File: src/rtl/gsw_fifo.sv
// Small register FIFO with full and empty flags.
module gsw_fifo #(
    parameter int W     = 8,
    parameter int DEPTH = 4
) (
    input  logic         clk,
    input  logic         rst_n,
    input  logic         push,
    input  logic [W-1:0] wdata,
    output logic         full,
    input  logic         pop,
    output logic [W-1:0] rdata,
    output logic         empty
);

    localparam int AW    = (DEPTH > 1) ? $clog2(DEPTH) : 1;
    localparam int CNT_W = $clog2(DEPTH + 1);

    logic [W-1:0]     mem_reg [DEPTH];
    logic [AW-1:0]    wr_ptr_reg, wr_ptr_next;
    logic [AW-1:0]    rd_ptr_reg, rd_ptr_next;
    logic [CNT_W-1:0] count_reg, count_next;
    logic             do_push, do_pop;

    assign full    = (count_reg == CNT_W'(DEPTH));
    assign empty   = (count_reg == '0);
    assign do_push = push && !full;
    assign do_pop  = pop && !empty;
    assign rdata   = mem_reg[rd_ptr_reg];

    always_comb
    begin
        wr_ptr_next = wr_ptr_reg;
        rd_ptr_next = rd_ptr_reg;
        count_next  = count_reg;
        if (do_push)
        begin
            wr_ptr_next = (wr_ptr_reg == AW'(DEPTH - 1)) ? '0 : wr_ptr_reg + 1'b1;
        end
        if (do_pop)
        begin
            rd_ptr_next = (rd_ptr_reg == AW'(DEPTH - 1)) ? '0 : rd_ptr_reg + 1'b1;
        end
        if (do_push && !do_pop)
        begin
            count_next = count_reg + 1'b1;
        end
        else if (do_pop && !do_push)
        begin
            count_next = count_reg - 1'b1;
        end
    end

    always_ff @(posedge clk or negedge rst_n)
    begin
        if (!rst_n)
        begin
            wr_ptr_reg <= '0;
            rd_ptr_reg <= '0;
            count_reg  <= '0;
        end
        else
        begin
            wr_ptr_reg <= wr_ptr_next;
            rd_ptr_reg <= rd_ptr_next;
            count_reg  <= count_next;
        end
    end

    always_ff @(posedge clk)
    begin
        if (do_push)
        begin
            mem_reg[wr_ptr_reg] <= wdata;
        end
    end

endmodule

File: config.mk
export PLATFORM = sky130hd
export DESIGN_NAME = gsw_fifo
export DESIGN_NICKNAME = d
export VERILOG_FILES = /design/src/rtl/gsw_fifo.sv
export SDC_FILE = /design/constraint.sdc
export NUM_CORES = 1
export LEC_CHECK = 0
export ABC_AREA = 1
export BUFFER_PORTS_ARGS = -buffer_cell sky130_fd_sc_hd__buf_2
export CORE_UTILIZATION = 35
export CTS_BUF_LIST = sky130_fd_sc_hd__clkbuf_8
export DETAILED_ROUTE_END_ITERATION = 8
export PLACE_DENSITY = 0.61
export SLEW_MARGIN = 20
export SYNTH_ARGS = -nofsm -noshare
export SYNTH_HDL_FRONTEND = slang
export SYNTH_SLANG_ARGS = --single-unit
File: constraint.sdc
create_clock -name clk -period 2.37 [get_ports clk]
set_clock_uncertainty 0.05 [all_clocks]
set_input_delay 0.237 -clock clk [delete_from_list [all_inputs] [get_ports clk]]
set_output_delay 0.237 -clock clk [all_outputs]
set_load 0.02 [all_outputs]
==> load_flow_metrics.sql <==
INSERT INTO impl_metrics (metric_group, metric, value, unit) VALUES
('clock_network', 'max-clock-path-buffers', '2', ''),
('sta', 'finalWorstSetupSlack', '478', 'ps'),
('routing', 'route.detailed.vias_per_inst', '4.22', ''),
('routing', 'antenna_violating_nets_post_route', '0', ''),
('worst_hold_path', 'min_delay_path_depth', '1', ''),
('sta', 'final.period_utilization', '79.8', '%'),
('pwr', 'p_clk_share', '24.2', '%'),
('logic_synthesis', 'synth_mux_area_share', '0', '%'),
('final_layout', 'final_cell_mix', 'sky130_fd_sc_hd__nand2_1 (38), sky130_fd_sc_hd__inv_1 (32), sky130_fd_sc_hd__edfxtp_1 (32)', ''),
('worst_hold_path', 'min_from', 'wdata[3]', ''),
('final_layout', 'drive_above_1_share', '19.6', '%'),
('status', 'run_status', 'finished, final reports clean', ''),
('logic_synthesis', 'synth_top_family_by_area', 'simple AND/OR/NAND/NOR gates', ''),
('critical_path', 'worstReg2RegStart', 'count_reg[0]', ''),
('logic_synthesis', 'post_synth_inst_count', '154', ''),
('worst_hold_path', 'hold_path_end', 'mem_reg[2][3]', ''),
('routing', 'drt_initial_violations', '30', ''),
('placed_design', 'numPortBuffers', '21', ''),
('floorplan', 'initial_core_util', '36.8', '%'),
('pwr', 'switchingPower', '0.000938', 'W'),
('logic_synthesis', 'synth.yosys.seq_area_share', '64.6', '%'),
('logic_synthesis', 'synth_nets', '173', ''),
('sta', 'maxClockFrequency', '0.529', 'GHz'),
('routing', 'wl_per_cell', '10.7', 'µm'),
('logic_synthesis', 'synth-xor-area-share', '0.498', '%'),
('sta', 'slew-limit-headroom', '73.4', '%'),
('grt', 'all_layer_gr_usage', '11.9', '%'),
('critical_path', 'setup.worst_path.start_class', 'flip-flop', ''),
('floorplan', 'die_height', '72.9', 'µm'),
('final_layout', 'diodes', '0', ''),
('sta', 'finalSetupTns', '0', 'ps'),
('floorplan', 'floorplan.rows', '25', ''),
('pwr', 'swShare', '35.8', '%'),
('sta', 'worst_pin_slew', '400', 'ps'),
('pwr', 'power.total', '0.00262', 'W'),
('floorplan', 'die_x', '72.9', 'µm'),
('pwr', 'p_seq_share', '38.7', '%'),
('clock_network', 'cts.sink_count', '39', ''),
('pwr', 'internal-power', '0.00168', 'W'),
('flow_run', 'cap_viol_max_count', '0', ''),
('grt', 'grt_first_pass_wirelength', '4.47', 'mm'),
('floorplan', 'num_io_pins', '22', ''),
('critical_path', 'crit_type', 'flip-flop to flip-flop', ''),
('sta', 'final_setup_fails', '0', ''),
('grt', 'antenna_found_initial', '0', ''),
('logic_synthesis', 'syn_area_per_cell', '11.4', 'µm²'),
('critical_path', 'cp-end-kind', 'flip-flop', ''),
('routing', 'drt-pass1-iter-count', '4', ''),
('critical_path', 'critPathArrivalTime', '2010', 'ps'),
('critical_path', 'path_cells', 'inv_2 > nand3_1 > nand2_2 > inv_1 > ha_1 > inv_1 > fa_1 > nand2_1 > o21ai_0', ''),
('routing', 'overall_via_count_from_detail_route', '1059', ''),
('pwr', 'leakagePower', '0.930', 'nW'),
('critical_path', 'worst-endpoint-required', '2490', 'ps'),
('pwr', 'ir_worst_vdd', '0.000586', 'V'),
('logic_synthesis', 'synth-compound-area-share', '7.40', '%'),
('placed_design', 'pre_cts_slack', '464', 'ps'),
('placed_design', 'dpl.hpwl', '1.86', 'mm'),
('logic_synthesis', 'mapped_cell_area', '1760', 'µm²'),
('floorplan', 'core_area', '4790', 'µm²'),
('sta', 'unrepaired_setup_endpoints_after_global_routing', 'no', ''),
('clock_network', 'cts_root_buffer', 'sky130_fd_sc_hd__clkbuf_8', ''),
('critical_path', 'worstReg2RegEnd', 'count_reg[1]', ''),
('final_layout', 'largest_register_ff_count', '32', ''),
('grt', 'via_count_of_the_first_global_routing_pass', '1009', ''),
('final_layout', 'area_growth', '17.8', '%'),
('placed_design', 'place_congestion', '0.808', ''),
('clock_network', 'clk-insertion-delay-late', '290', 'ps'),
('grt', 'grt_max_degree', '36', ''),
('sta', 'fin_crit', '1890', 'ps'),
('logic_synthesis', 'share_of_synthesized_cell_area_in_full_adder_half_adder_and_majority_cells', '5.41', '%'),
('critical_path', 'reg2regPathDepth', '9', '');
worst max-delay path by stage:
stage,start,to,slack [ps],cells after the start
6_report,count_reg[0],count_reg[1],480,9
3_5_place_dp,count_reg[0],count_reg[1],460,9
5_1_grt,count_reg[0],count_reg[2],290,11
2_1_floorplan,count_reg[0],count_reg[1],630,9
4_1_cts,count_reg[0],count_reg[1],460,9
3_3_place_gp,count_reg[0],count_reg[1],550,9
metal layers:
metal / wire length [µm] / up-vias / part of all wire, % / GRT usage (%)
met5: 0 / - / 0 / 0
met4: 51 / 0 / 1.9 / 5.23
met3: 111 / 6 / 4.1 / 4.56
met2: 1260 / 16 / 47 / 19.5
met1: 1260 / 474 / 47 / 13.9
li1: - / 563 / - / -
layout make-up:
class                      count  area (µm²)  area share [%]
sequential                    39        1140            54.8
multi-input combinational     78         447            21.6
timing repair buffer          27         153            7.37
inverter                      32         120            5.80
tap                           67        83.8            4.05
clock buffer                   5        68.8            3.32
clock inverter                 3        63.8            3.08
what timing repair did:
| action | in CTS | in global routing |
|---|---|---|
| resized for setup | 0 | 0 |
| setup buffers | 0 | 0 |
| hold endpoints to repair | 7 | 0 |
| hold buffers | 1 | 0 |
cell usage after synthesis, drive strengths merged:
| master | instances | area share, % |
|---|---|---|
| edfxtp | 32 | 55 |
| nand3 | 7 | 2.0 |
| o21ai | 1 | 0.28 |
| inv | 32 | 6.8 |
| xnor2 | 1 | 0.50 |
| dfrtp | 7 | 10 |
| buf | 5 | 3.2 |
| ha | 6 | 4.3 |
| nand4 | 1 | 0.36 |
| fa | 1 | 1.1 |
| nand2 | 39 | 8.5 |
| nor2 | 6 | 1.3 |
| o211ai | 16 | 7.1 |
stage by stage:
stage               cell area [µm²]  utilization (%)  cells
floorplan                      1760                -    154
global placement               1930             40.3    242
detailed placement             1930             40.3    242
CTS                            2070             43.3    251
global route                   2070             43.3    251
finish                         2070             43.3    251
power groups by stage:
stage / combinational (W) / sequential [W] / clock [W]
2_1_floorplan: 0.000794 / 0.000999 / 0
6_report: 0.000972 / 0.00102 / 0.000634
3_3_place_gp: 0.000976 / 0.00103 / 0
4_1_cts: 0.000992 / 0.00102 / 0.000649
3_5_place_dp: 0.000989 / 0.00103 / 0
5_1_grt: 0.00111 / 0.00104 / 0.000670
logic make-up (layout without fill, tap and decap cells):
logic type / Yosys count / after routing
xor+xnor: 1 / 1
flops: 39 / 39
fa+ha+maj: 7 / 7
simple gates: 53 / 53
compound gates: 17 / 17
buf+inv: 37 / 67
No activity file was read; power rests on OpenSTA's default activity.
